[src/design/fbpa_pkg.sv]
// ----------------------------------------------------------------------------
// Fixed block pool allocator package
// Field widths, reset values, codes and shared types of the allocator.
// ----------------------------------------------------------------------------
package fbpa_pkg;

  localparam int DEF_MAX_CHUNKS  = 256;

  localparam int CHUNK_COUNT_W   = 9;
  localparam int CHUNK_BYTES_W   = 17;
  localparam int REQ_W           = 17;
  localparam int REL_W           = 8;
  localparam int STATUS_W        = 3;
  localparam int GIDX_W          = 8;
  localparam int GOFF_W          = 24;
  localparam int CFG_INDEX_W     = 2;
  localparam int CFG_DATA_W      = 17;

  localparam logic [CHUNK_COUNT_W-1:0] CHUNK_COUNT_RST = 9'd256;
  localparam logic [CHUNK_BYTES_W-1:0] CHUNK_BYTES_RST = 17'd64;

  typedef enum logic {
    OP_ALLOC = 1'b0,
    OP_FREE  = 1'b1
  } op_t;

  typedef enum logic [STATUS_W-1:0] {
    STAT_OK        = 3'd0,
    STAT_OOM       = 3'd1,
    STAT_TOO_LARGE = 3'd2,
    STAT_RANGE     = 3'd3,
    STAT_DOUBLE    = 3'd4
  } status_t;

  typedef enum logic [CFG_INDEX_W-1:0] {
    REG_CHUNK_COUNT = 2'd0,
    REG_CHUNK_BYTES = 2'd1
  } reg_index_t;

  typedef enum logic [1:0] {
    S_SWEEP,
    S_IDLE,
    S_EXEC
  } ctrl_state_t;

  // Configuration as seen by the control path.
  typedef struct packed {
    logic                     rebuild;
    logic [CHUNK_BYTES_W-1:0] chunk_bytes;
  } cfg_t;

endpackage

[src/design/fbpa_link_ram.sv]
// ----------------------------------------------------------------------------
// Fixed block pool allocator link memory
// One write port and one read port with registered read data.
// ----------------------------------------------------------------------------
module fbpa_link_ram #(
  parameter int DEPTH = 256,
  parameter int WIDTH = 9,
  parameter int AW    = 8
) (
  input  logic             clk,
  input  logic             rd_en,
  input  logic [AW-1:0]    rd_addr,
  output logic [WIDTH-1:0] rd_data,
  input  logic             wr_en,
  input  logic [AW-1:0]    wr_addr,
  input  logic [WIDTH-1:0] wr_data
);

  logic [WIDTH-1:0] mem [DEPTH];

  always_ff @(posedge clk) begin
    if (wr_en) begin
      mem[wr_addr] <= wr_data;
    end
  end

  always_ff @(posedge clk) begin
    if (rd_en) begin
      rd_data <= mem[rd_addr];
    end
  end

endmodule

[src/design/fbpa_ctrl.sv]
// ----------------------------------------------------------------------------
// Fixed block pool allocator control
// Free list head, rebuild sweep, read-modify-write of the link memory and
// the result register.
// ----------------------------------------------------------------------------
module fbpa_ctrl import fbpa_pkg::*; #(
  parameter int MAX_CHUNKS = DEF_MAX_CHUNKS,
  parameter int CNT_W      = $clog2(MAX_CHUNKS + 1)
) (
  input  logic                clk,
  input  logic                rst,
  input  cfg_t                cfg,
  input  logic [CNT_W-1:0]    live_count,
  input  logic                cfg_valid,
  output logic                cfg_ready,
  input  logic                in_valid,
  output logic                in_ready,
  input  logic                operation,
  input  logic [REQ_W-1:0]    request_bytes,
  input  logic [REL_W-1:0]    release_index,
  output logic                out_valid,
  input  logic                out_ready,
  output logic [STATUS_W-1:0] status,
  output logic [GIDX_W-1:0]   granted_index,
  output logic [GOFF_W-1:0]   granted_offset
);

  localparam int IDX_W  = $clog2(MAX_CHUNKS);
  localparam int ENT_W  = IDX_W + 1;
  localparam int CMP_W  = (CNT_W > REL_W) ? CNT_W : REL_W;
  localparam int PROD_W = IDX_W + CHUNK_BYTES_W;

  ctrl_state_t state, state_next;

  logic [IDX_W-1:0]  sweep_idx, sweep_idx_next;
  logic [IDX_W-1:0]  head, head_next;
  logic              head_valid, head_valid_next;

  logic              item_op;
  logic [REQ_W-1:0]  item_req;
  logic [REL_W-1:0]  item_rel;

  status_t           stat, stat_next;
  logic [GIDX_W-1:0] gidx, gidx_next;
  logic [GOFF_W-1:0] goff, goff_next;
  logic              out_valid_next;

  logic              rd_en;
  logic [IDX_W-1:0]  rd_addr;
  logic [ENT_W-1:0]  rd_data;
  logic              wr_en;
  logic [IDX_W-1:0]  wr_addr;
  logic [ENT_W-1:0]  wr_data;

  logic              accept;
  logic              load;
  logic              sweep_link_valid;
  logic [PROD_W-1:0] product;

  fbpa_link_ram #(
    .DEPTH (MAX_CHUNKS),
    .WIDTH (ENT_W),
    .AW    (IDX_W)
  ) u_link_ram (
    .clk     (clk),
    .rd_en   (rd_en),
    .rd_addr (rd_addr),
    .rd_data (rd_data),
    .wr_en   (wr_en),
    .wr_addr (wr_addr),
    .wr_data (wr_data)
  );

  // Entry i links to i+1 up to the last live chunk, which ends the list, as do all entries past it.
  assign sweep_link_valid = CNT_W'(sweep_idx) < (live_count - CNT_W'(1));
  assign product          = PROD_W'(head) * PROD_W'(cfg.chunk_bytes);

  assign accept = in_valid && in_ready;
  assign load   = (state == S_EXEC) && (!out_valid || out_ready);

  always_comb begin
    state_next      = state;
    sweep_idx_next  = sweep_idx;
    head_next       = head;
    head_valid_next = head_valid;
    stat_next       = stat;
    gidx_next       = gidx;
    goff_next       = goff;
    out_valid_next  = out_valid && !out_ready;
    cfg_ready       = (state != S_EXEC);
    in_ready        = 1'b0;
    rd_en           = 1'b0;
    rd_addr         = head;
    wr_en           = 1'b0;
    wr_addr         = sweep_idx;
    wr_data         = {sweep_link_valid, sweep_idx + IDX_W'(1)};

    unique case (state)
      S_SWEEP: begin
        wr_en          = 1'b1;
        sweep_idx_next = sweep_idx + IDX_W'(1);
        if (sweep_idx == IDX_W'(MAX_CHUNKS - 1)) begin
          state_next = S_IDLE;
        end
      end
      S_IDLE: begin
        in_ready = !cfg_valid;
        if (accept) begin
          rd_en      = 1'b1;
          rd_addr    = (operation == OP_FREE) ? IDX_W'(release_index) : head;
          state_next = S_EXEC;
        end
      end
      S_EXEC: begin
        if (load) begin
          state_next     = S_IDLE;
          out_valid_next = 1'b1;
          stat_next      = STAT_OK;
          gidx_next      = '0;
          goff_next      = '0;
          if (item_op == OP_ALLOC) begin
            if (!head_valid) begin
              stat_next = STAT_OOM;
            end else if (item_req > cfg.chunk_bytes) begin
              stat_next = STAT_TOO_LARGE;
            end else begin
              gidx_next       = GIDX_W'(head);
              goff_next       = GOFF_W'(product);
              head_next       = rd_data[IDX_W-1:0];
              head_valid_next = rd_data[IDX_W];
              wr_en           = 1'b1;
              wr_addr         = head;
              wr_data         = '0;
            end
          end else begin
            if (CMP_W'(item_rel) >= CMP_W'(live_count)) begin
              stat_next = STAT_RANGE;
            end else if (rd_data[IDX_W]) begin
              stat_next = STAT_DOUBLE;
            end else begin
              // Push: the released chunk now points at the old head.
              wr_en           = 1'b1;
              wr_addr         = IDX_W'(item_rel);
              wr_data         = {head_valid, head};
              head_next       = IDX_W'(item_rel);
              head_valid_next = 1'b1;
            end
          end
        end
      end
      default: begin
        state_next = S_SWEEP;
      end
    endcase

    if (cfg.rebuild) begin
      state_next      = S_SWEEP;
      sweep_idx_next  = '0;
      head_next       = '0;
      head_valid_next = 1'b1;
    end
  end

  always_ff @(posedge clk) begin
    if (rst) begin
      state      <= S_SWEEP;
      sweep_idx  <= '0;
      head       <= '0;
      head_valid <= 1'b1;
      out_valid  <= 1'b0;
    end else begin
      state      <= state_next;
      sweep_idx  <= sweep_idx_next;
      head       <= head_next;
      head_valid <= head_valid_next;
      out_valid  <= out_valid_next;
    end
  end

  always_ff @(posedge clk) begin
    if (accept) begin
      item_op  <= operation;
      item_req <= request_bytes;
      item_rel <= release_index;
    end
    stat <= stat_next;
    gidx <= gidx_next;
    goff <= goff_next;
  end

  assign status         = stat;
  assign granted_index  = gidx;
  assign granted_offset = goff;

endmodule

[src/design/fixed_block_pool_allocator.sv]
// ----------------------------------------------------------------------------
// Fixed block pool allocator
// Hands out and takes back equal-size chunks of a pool kept as a LIFO
// free list, with the links held in a single-port-read link memory.
//
//   channel   direction  handshake              word
//   cfg       in         cfg_valid / cfg_ready  cfg_index, cfg_data
//   in        in         in_valid / in_ready    operation, request_bytes,
//                                               release_index
//   out       out        out_valid / out_ready  status, granted_index,
//                                               granted_offset
//
// For each word, the link of the head or of the released chunk is read from
// the link memory in the accept cycle, and the head is updated and the result
// registered in the execute state that follows, before a new word is taken.
// After reset, and after each accepted write to a known register, the list
// is rebuilt by a sweep of all MAX_CHUNKS entries, during which in_ready is low.
// A result that is not taken holds the next word in its execute cycle.
// ----------------------------------------------------------------------------
module fixed_block_pool_allocator import fbpa_pkg::*; #(
  parameter int MAX_CHUNKS = DEF_MAX_CHUNKS
) (
  input  logic                   clk,
  input  logic                   rst,
  input  logic                   cfg_valid,
  output logic                   cfg_ready,
  input  logic [CFG_INDEX_W-1:0] cfg_index,
  input  logic [CFG_DATA_W-1:0]  cfg_data,
  input  logic                   in_valid,
  output logic                   in_ready,
  input  logic                   operation,
  input  logic [REQ_W-1:0]       request_bytes,
  input  logic [REL_W-1:0]       release_index,
  output logic                   out_valid,
  input  logic                   out_ready,
  output logic [STATUS_W-1:0]    status,
  output logic [GIDX_W-1:0]      granted_index,
  output logic [GOFF_W-1:0]      granted_offset
);

  localparam int CNT_W  = $clog2(MAX_CHUNKS + 1);
  localparam int CLMP_W = (CNT_W > CHUNK_COUNT_W) ? CNT_W : CHUNK_COUNT_W;

  logic [CHUNK_COUNT_W-1:0] chunk_count;
  logic [CHUNK_BYTES_W-1:0] chunk_bytes;
  logic [CNT_W-1:0]         live_count;
  logic                     cfg_write;
  logic                     known_reg;
  cfg_t                     cfg;

  assign cfg_write = cfg_valid && cfg_ready;

  always_comb begin
    unique case (cfg_index)
      REG_CHUNK_COUNT,
      REG_CHUNK_BYTES: known_reg = 1'b1;
      default:         known_reg = 1'b0;
    endcase
  end

  always_ff @(posedge clk) begin
    if (rst) begin
      chunk_count <= CHUNK_COUNT_RST;
      chunk_bytes <= CHUNK_BYTES_RST;
    end else if (cfg_write) begin
      case (cfg_index)
        REG_CHUNK_COUNT: chunk_count <= cfg_data[CHUNK_COUNT_W-1:0];
        REG_CHUNK_BYTES: chunk_bytes <= cfg_data[CHUNK_BYTES_W-1:0];
        default: ;
      endcase
    end
  end

  // The pool in use is the written count held to the range 1..MAX_CHUNKS.
  always_comb begin
    if (chunk_count == '0) begin
      live_count = CNT_W'(1);
    end else if (CLMP_W'(chunk_count) > CLMP_W'(MAX_CHUNKS)) begin
      live_count = CNT_W'(MAX_CHUNKS);
    end else begin
      live_count = CNT_W'(chunk_count);
    end
  end

  assign cfg.rebuild     = cfg_write && known_reg;
  assign cfg.chunk_bytes = chunk_bytes;

  fbpa_ctrl #(
    .MAX_CHUNKS (MAX_CHUNKS),
    .CNT_W      (CNT_W)
  ) u_ctrl (
    .clk            (clk),
    .rst            (rst),
    .cfg            (cfg),
    .live_count     (live_count),
    .cfg_valid      (cfg_valid),
    .cfg_ready      (cfg_ready),
    .in_valid       (in_valid),
    .in_ready       (in_ready),
    .operation      (operation),
    .request_bytes  (request_bytes),
    .release_index  (release_index),
    .out_valid      (out_valid),
    .out_ready      (out_ready),
    .status         (status),
    .granted_index  (granted_index),
    .granted_offset (granted_offset)
  );

endmodule

[config.mk]
export PLATFORM = sky130hd
export DESIGN_NAME = fixed_block_pool_allocator
export DESIGN_NICKNAME = d
export VERILOG_FILES = /design/src/design/fbpa_pkg.sv /design/src/design/fbpa_link_ram.sv /design/src/design/fbpa_ctrl.sv /design/src/design/fixed_block_pool_allocator.sv
export SDC_FILE = /design/constraint.sdc
export NUM_CORES = 2
export LEC_CHECK = 0
export BUFFER_PORTS_ARGS = -buffer_cell sky130_fd_sc_hd__buf_2
export CAP_MARGIN = 40
export CORE_ASPECT_RATIO = 1.1
export CORE_MARGIN = 3
export CORE_UTILIZATION = 35
export CTS_CLUSTER_SIZE = 12
export DETAILED_ROUTE_END_ITERATION = 12
export PLACE_DENSITY = 0.53
export SLEW_MARGIN = 30
export SYNTH_ARGS = -nofsm -noshare
export SYNTH_HDL_FRONTEND = slang
export SYNTH_HIERARCHICAL = 1
export SYNTH_SLANG_ARGS = --single-unit
[constraint.sdc]
create_clock -name clk -period 11.9 [get_ports clk]
set_clock_uncertainty 0.1 [all_clocks]
set_input_delay 1.19 -clock clk [delete_from_list [all_inputs] [get_ports clk]]
set_output_delay 1.19 -clock clk [all_outputs]
set_load 0.05 [all_outputs]
======== After elaboration in Yosys (flattened, before gate mapping) ========
Memories as Yosys holds them, arrays and structs flattened. A register that Yosys moved wholly into a read port is not among the register bits.
Index checks and enable logic that the tools add are counted.
cells by class
  add/sub/neg operators ................... 2
  multipliers ............................. 1
  $lt $le $gt $ge ......................... 4
  equal/unequal tests ..................... 11
  mux-type cells .......................... 53
  bitwise logic cells ..................... 1
  reduce and logical (&&, ||, !) cells .... 22
operators by type and width
  operator               count
  $mux W8                15
  $mux W9                9
  $mul A8 B17 Y24        1
  $mux W1                19
  $gt A17 B17 Y1         1
  $mux W3                4
  $ge A8 B9 Y1           1
  $gt A9 B9 Y1 const B   1
  $logic_not A9 Y1       1
  $lt A8 B9 Y1           1
  $sub A9 B1 Y9 const B  1
  $add A8 B1 Y8 const B  1
  $eq A8 B8 Y1 const B   1
  $mux W2                4
  $ne A2 B1 Y1 const B   4
  $ne A2 B2 Y1 const B   3
  $pmux W2 S3            1
  $reduce_and A2 Y1      3
  $reduce_and A6 Y1      1
  $logic_and A1 B1 Y1    5
  $eq A2 B1 Y1 const B   2
  $logic_not A2 Y1       2
  $reduce_and A4 Y1      1
  $reduce_or A2 Y1       2
  other kinds (8)        10
storage, ports and cells
  register bits after elaboration ......... 107
  memory bits (writable) .................. 2304
  bits of input ports ..................... 50
  output and inout port bits .............. 38
  word-level logic and storage cells ...... 108
  memories ................................ 1
memories
  name                   depth  bits a word  rd ports  clocked after Yosys merged registers in  wr ports  line                 text
  u_ctrl.u_link_ram.mem  256    9            1         1                                        1         fbpa_link_ram.sv:19  logic [WIDTH-1:0] mem [DEPTH];

======== Depth between registers and ports, before layout ========
  word-level depth ........................ 10
  depth in mapped cells ................... 20

======== Hierarchy ========
Netlist, hierarchy kept.
by module, submodules not included
  module                      instances  cells each  area an instance (um^2)  seq. area each (um^2)
  fbpa_link_ram               1          4237        89368.2                  69456.6
  fbpa_ctrl                   1          898         8534.4                   2232.1
  fixed_block_pool_allocator  1          122         1222.4                   520.5

======== Worst setup path before layout ========
No wires, ideal clock.
  path kind ............................... register to register
  from .................................... reg chunk_count[8]
  to ...................................... mem u_ctrl.u_link_ram.mem[0][0], data pin
  library setup time ...................... 1.540 ns
  arrival time ............................ 9.034 ns
  required time ........................... 10.260 ns
  setup slack ............................. 1.226 ns
  cell stages (with the launch flop) ...... 13
  buffers on the path ..................... 2
  cells stage by stage .................... dfxtp_1 buf_2 or4_1 o22ai_1 ha_1 nand2b_1 a211o_1 o2111ai_1 a211o_1 buf_4 nand3_1 a21oi_1 o2bb2ai_1
between the ends
  cells in the longest elaborated chain, start to end .. 8
  elaborated cells between the ends (all ways) .. 9
RTL lines
  what                         line                              text
  from (decl)                  fixed_block_pool_allocator.sv:44  logic [CHUNK_COUNT_W-1:0] chunk_count;
  from (signal assigned)       fixed_block_pool_allocator.sv:67  REG_CHUNK_COUNT: chunk_count <= cfg_data[CHUNK_COUNT_W-1:0];
  $gt A9 B9 Y1                 fixed_block_pool_allocator.sv:78  end else if (CLMP_W'(chunk_count) > CLMP_W'(MAX_CHUNKS)) begin
  $mux W9                      fixed_block_pool_allocator.sv:78
  $mux W9 (*)                  fixed_block_pool_allocator.sv:76  if (chunk_count == '0) begin
  named net live_count[0]      fixed_block_pool_allocator.sv:46  logic [CNT_W-1:0] live_count;
  $ge A8 B9 Y1 (*)             fbpa_ctrl.sv:136                  if (CMP_W'(item_rel) >= CMP_W'(live_count)) begin
  $mux W9 (*)                  fbpa_ctrl.sv:136
  $mux W9 (*)                  fbpa_ctrl.sv:121                  if (item_op == OP_ALLOC) begin
  $mux W9 (*)                  fbpa_ctrl.sv:115                  if (load) begin
  $mux W9 (*)                  fbpa_ctrl.sv:98                   unique case (state)
  named net u_ctrl.wr_data[0]  fbpa_ctrl.sv:53                   logic [ENT_W-1:0] wr_data;
  to (decl)                    fbpa_link_ram.sv:19
Mark *: on every way through the listed nets, which the timed path passes. The rest lies on a longest branch.

======== Worst setup path after layout ========
  from .................................... reg chunk_count[8]
  to ...................................... mem u_ctrl.u_link_ram.mem[92][0] (enable)
between the ends
  elaborated cells between the ends (all ways) .. 15
RTL lines
  what                         line                              text
  $gt A9 B9 Y1                 fixed_block_pool_allocator.sv:78
  $mux W9                      fixed_block_pool_allocator.sv:78
  $mux W9 (*)                  fixed_block_pool_allocator.sv:76
  named net live_count[0]      fixed_block_pool_allocator.sv:46
  $ge A8 B9 Y1 (*)             fbpa_ctrl.sv:136
  $mux W8 (*)                  fbpa_ctrl.sv:136
  $mux W8 (*)                  fbpa_ctrl.sv:121
  $mux W8 (*)                  fbpa_ctrl.sv:115
  $mux W8 (*)                  fbpa_ctrl.sv:98
  named net u_ctrl.wr_addr[0]  fbpa_ctrl.sv:52                   logic [IDX_W-1:0] wr_addr;
Marked as above.

==> implementation parameters <==
Parameter                              Value

Final layout
  Area growth from synthesis to layout ... 13.7%
  Layout cells sized above 1 ... 0.225
  NumNets Final ... 5826
  Core Util, Final ... 0.401

Drt
  Number of iterations in the first detailed-routing pass ... 5
  Met1 wire length ... 112000 um
  Met2 wire length ... 133000 um
  Detailed-route wire length per cell ... 28.6 um
  Per-cell via count in the routed design ... 5.45
  DRC violation count after routing ... 0
  Met3 routed WL ... 16200 um
  Vias after detailed routing ... 51500
  Uppermost layer routed ... met4
  Antenna-violating nets left ... 0
  Number of DRC markers in iteration 0 ... 5052
  Aggregate routed wire length ... 270000 um

STA
  Peak Freq ... 148 MHz
  Minimum hold slack ... 341 ps
  Post-Route Setup TNS ... 0 ps
  Number of setup violations in the final report ... 0
  Slew @ Worst Pin ... 971 ps
  Final number of hold-violating endpoints ... 0
  Max-slew violation count ... 0
  Minimum period implied by the final worst setup slack ... 6770 ps
  Setup repair after global routing missed its margin ... no
  Headroom to the max-slew limit ... 0.353
  Post-route clock period utilization ... 0.569

Clocking
  Clock latency of the later-clocked register in the worst-skew pair ... 930 ps
  Total of hold buffers inserted after clock tree synthesis ... 0
  Number of buffers on the longest clock path ... 4
  Number of setup buffers added after CTS ... 0
  Clock tree root driver cell ... sky130_fd_sc_hd__clkbuf_16
  Clock tree from TritonCTS ... built
  Clock edge transition at the registers on the reported setup and hold paths ... 60 ps
  Total clock sinks ... 2420
  Cts bufs inserted ... 246
  Maximum level of the CTS H-tree ... 4
  # resized after CTS ... 0

Setup path
  Critical path arrival ... 7170 ps
  Crit Path Class ... flip-flop to flip-flop
  Critical path fanouts, max ... 14
  Data required time at the worst endpoint ... 12300 ps
  Cell count of the worst reg-to-reg path ... 14
  Type of element launching the critical path ... flip-flop
  Endpoint kind of the worst setup timing path ... flip-flop

Synth
  Number of enable-type register cells in the synthesized netlist ... 2374
  Synthesized net count ... 5473
  Share of the yosys chip area belonging to registers ... 0.728
  Most common flop cell mapped by yosys ... sky130_fd_sc_hd__edfxtp_1
  Cells after Synth ... 5257
  Area of the mapped netlist ... 0.0991 mm2
  Post-Syn Area per Cell ... 18.9 um2
  Distinct cells, synth ... 90
  Yosys warning count ... 6
  Synth Register Bits ... 2420
  Post-synthesis async set-or-reset flop share ... 0

Global route
  GR Overflow Total ... 0
  GRT Total Usage ... 0.184
  Antenna violations before repair ... 6
  Largest net degree at the start of global routing ... 209
  Number of global-route vias before repair ... 52800
  Wire length of the first global-routing pass ... 389000 um

Min path
  Classification of the worst-slack hold path ... input pin to flip-flop
  Number of stages on the worst hold path ... 1

Floorplan
  Vert. Die Dim ... 564 um
  Number of I/O pins ... 88
  Overall die width ... 513 um
  Standard cell core area ... 0.281 mm2
  Total Die Area ... 0.290 mm2
  Number of placement rows ... 204
  Starting density of the core ... 0.352

Run
  MaxCap Viol Count ... 0

Place
  Number of buffers inserted by port buffering ... 87
  HPWL after detailed placement ... 171000 um
  GP Congestion ... 0.836

Power and ir drop
  Net switching power ... 3.30 mW
  Leakage ... 35.2 nW
  Power density of the placed cells ... 146 mW/mm2
  Sw Share ... 0.200
  VDD IR-drop max ... 114 uV
  Total power of the final layout ... 16.5 mW
  Logic gate share of total power ... 0.014
  Share of power burned in registers ... 0.565
  Clock power frac ... 0.421
  Internal Power ... 13.2 mW

Run status
  Outcome ... finished clean
## stage by stage
step	instances	instance area [um2]	worst slack (ps)
2_1_floorplan	5257	99100	1230
3_3_place_gp	8862	104000	4780
3_5_place_dp	9021	105000	4990
4_1_cts	9398	112000	5090
5_1_grt	9448	113000	4840
6_report	9449	113000	5130
## critical path: stages, from the launching register on
cell and delay [ps]:
sky130_fd_sc_hd__dfxtp_1 460, sky130_fd_sc_hd__or4_1 460, sky130_fd_sc_hd__o22ai_1 300, sky130_fd_sc_hd__ha_1 290, sky130_fd_sc_hd__nand2b_1 140, sky130_fd_sc_hd__a211o_1 290
sky130_fd_sc_hd__o2111ai_1 130, sky130_fd_sc_hd__a211o_1 370, sky130_fd_sc_hd__nand3_1 210, sky130_fd_sc_hd__a21o_1 430, sky130_fd_sc_hd__a221o_1 620, sky130_fd_sc_hd__nor2_1 520
sky130_fd_sc_hd__nand4_1 770, sky130_fd_sc_hd__buf_4 520, sky130_fd_sc_hd__nor2_1 670
## cells by family after synthesis
| group | share of synthesized area |
|---|---|
| flip-flops | 0.728 |
| AND/OR/NAND/NOR | 0.0402 |
| multiplexers | 0.132 |
| AO/OA/AOI/OAI | 0.0448 |
| buffers and inverters | 0.0232 |
| adder cells (fa/ha/maj) | 0.0277 |
| XOR/XNOR | 0.00318 |
## final cells by class
class                           instances  area (um2)
Multi-Input combinational cell       2391       25000
Fill cell                           25200      169000
Antenna cell                            2        5.00
Clock inverter                         66         494
Sequential cell                      2420       72200
Timing Repair Buffer                  401        3340
Clock buffer                          311        6440
Tap cell                             3708        4640
Inverter                              150         563
## registers in the layout, summed over array words and instances, names as in the netlist, 2 cells and up
register and flops:
u_ctrl/u_link_ram/mem 2304, u_ctrl/granted_offset 24, chunk_bytes 17, u_ctrl/item_req 17, chunk_count 9, u_ctrl/u_link_ram/rd_data 9, u_ctrl/granted_index 8, u_ctrl/head 8
u_ctrl/item_rel 8, u_ctrl/sweep_idx 8, u_ctrl/status 3, u_ctrl/state 2
## layer usage
metal	vias to the layer above	global-route usage
li1	21800	-
met1	27500	0.246
met2	1736	0.310
met3	426	0.0270
met4	0	0.0573
met5	-	0
## path summary, 6_finish.rpt
check | startpoint | to | slack (ps)
worst max-delay path | chunk_count[8]$_SDFFE_PP1P_ | u_ctrl/u_link_ram/mem[92][0]$_DFFE_PP_ | 5130
worst min register to register | chunk_count[0]$_SDFFE_PP0P_ | chunk_count[0]$_SDFFE_PP0P_ | 380
worst min-delay path | request_bytes[4] | u_ctrl/item_req[4]$_DFFE_PP_ | 340
worst max register to register | chunk_count[8]$_SDFFE_PP1P_ | u_ctrl/u_link_ram/mem[92][0]$_DFFE_PP_ | 5130
## layout by cell type (no fill, tap or decap), types with 14 or more instances in the layout
cell type                   instances
sky130_fd_sc_hd__mux2_2            27
sky130_fd_sc_hd__nor2_2            49
sky130_fd_sc_hd__a211oi_1          32
sky130_fd_sc_hd__buf_2             94
sky130_fd_sc_hd__o221ai_1          35
sky130_fd_sc_hd__a21o_1            14
sky130_fd_sc_hd__mux4_2           467
sky130_fd_sc_hd__a22oi_1          174
sky130_fd_sc_hd__edfxtp_1        2374
sky130_fd_sc_hd__nand3_1           34
sky130_fd_sc_hd__buf_12            21
sky130_fd_sc_hd__a21oi_1          131
sky130_fd_sc_hd__mux2i_1          204
sky130_fd_sc_hd__ha_1              77
sky130_fd_sc_hd__clkbuf_16        246
sky130_fd_sc_hd__dfxtp_1           44
sky130_fd_sc_hd__xnor2_1           28
sky130_fd_sc_hd__nand2_1           83
sky130_fd_sc_hd__nand4_1           16
sky130_fd_sc_hd__clkinv_2          14
sky130_fd_sc_hd__o21ai_0           51
sky130_fd_sc_hd__clkinv_1          36
sky130_fd_sc_hd__o22ai_1           67
sky130_fd_sc_hd__and2_1            67
sky130_fd_sc_hd__nand2b_1          54
sky130_fd_sc_hd__nor2_1           367
sky130_fd_sc_hd__inv_1            148
sky130_fd_sc_hd__fa_1              89
sky130_fd_sc_hd__buf_4            240
sky130_fd_sc_hd__nor3_1            41
sky130_fd_sc_hd__nor2b_1           38
sky130_fd_sc_hd__clkbuf_4          17
sky130_fd_sc_hd__clkbuf_1          61
sky130_fd_sc_hd__a31oi_1           14
sky130_fd_sc_hd__nor4_1            25
## Yosys cell counts (14+ instances only)
master,number,share of area
sky130_fd_sc_hd__a211oi_1,32,0.0024
sky130_fd_sc_hd__fa_1,89,0.018
sky130_fd_sc_hd__dfxtp_1,46,0.0093
sky130_fd_sc_hd__a21o_1,14,0.0011
sky130_fd_sc_hd__nand2b_1,55,0.0035
sky130_fd_sc_hd__o21ai_0,51,0.0026
sky130_fd_sc_hd__and2_1,69,0.0044
sky130_fd_sc_hd__nor3_1,43,0.0022
sky130_fd_sc_hd__buf_1,14,0.00053
sky130_fd_sc_hd__a22o_1,15,0.0013
sky130_fd_sc_hd__inv_1,148,0.0056
sky130_fd_sc_hd__xnor2_1,28,0.0025
sky130_fd_sc_hd__nand3_1,41,0.0021
sky130_fd_sc_hd__nor4_1,31,0.0020
sky130_fd_sc_hd__a31oi_1,14,0.00088
sky130_fd_sc_hd__nand4_1,16,0.0010
sky130_fd_sc_hd__nor2_1,417,0.016
sky130_fd_sc_hd__nand2_1,87,0.0033
sky130_fd_sc_hd__buf_6,28,0.0032
sky130_fd_sc_hd__nor2b_1,42,0.0027
sky130_fd_sc_hd__edfxtp_1,2374,0.72
sky130_fd_sc_hd__buf_4,29,0.0022
sky130_fd_sc_hd__a21oi_1,132,0.0067
sky130_fd_sc_hd__mux4_2,467,0.11
sky130_fd_sc_hd__buf_2,57,0.0029
sky130_fd_sc_hd__mux2_2,30,0.0034
sky130_fd_sc_hd__o221ai_1,35,0.0031
sky130_fd_sc_hd__a22oi_1,174,0.013
sky130_fd_sc_hd__ha_1,77,0.0097
sky130_fd_sc_hd__o22ai_1,67,0.0042
sky130_fd_sc_hd__clkbuf_1,150,0.0057
sky130_fd_sc_hd__mux2i_1,204,0.021
## power by group through the flow
stage	registers, mW	logic (mW)	clock network, mW
final	9.33	0.230	6.96
after global routing	9.32	0.243	7.47
after CTS	9.33	0.223	7.14
after detailed placement	9.51	0.223	0
after global placement	9.51	0.211	0
after floorplan	9.53	0.0929	0
Power figures use the tool's default switching activity.
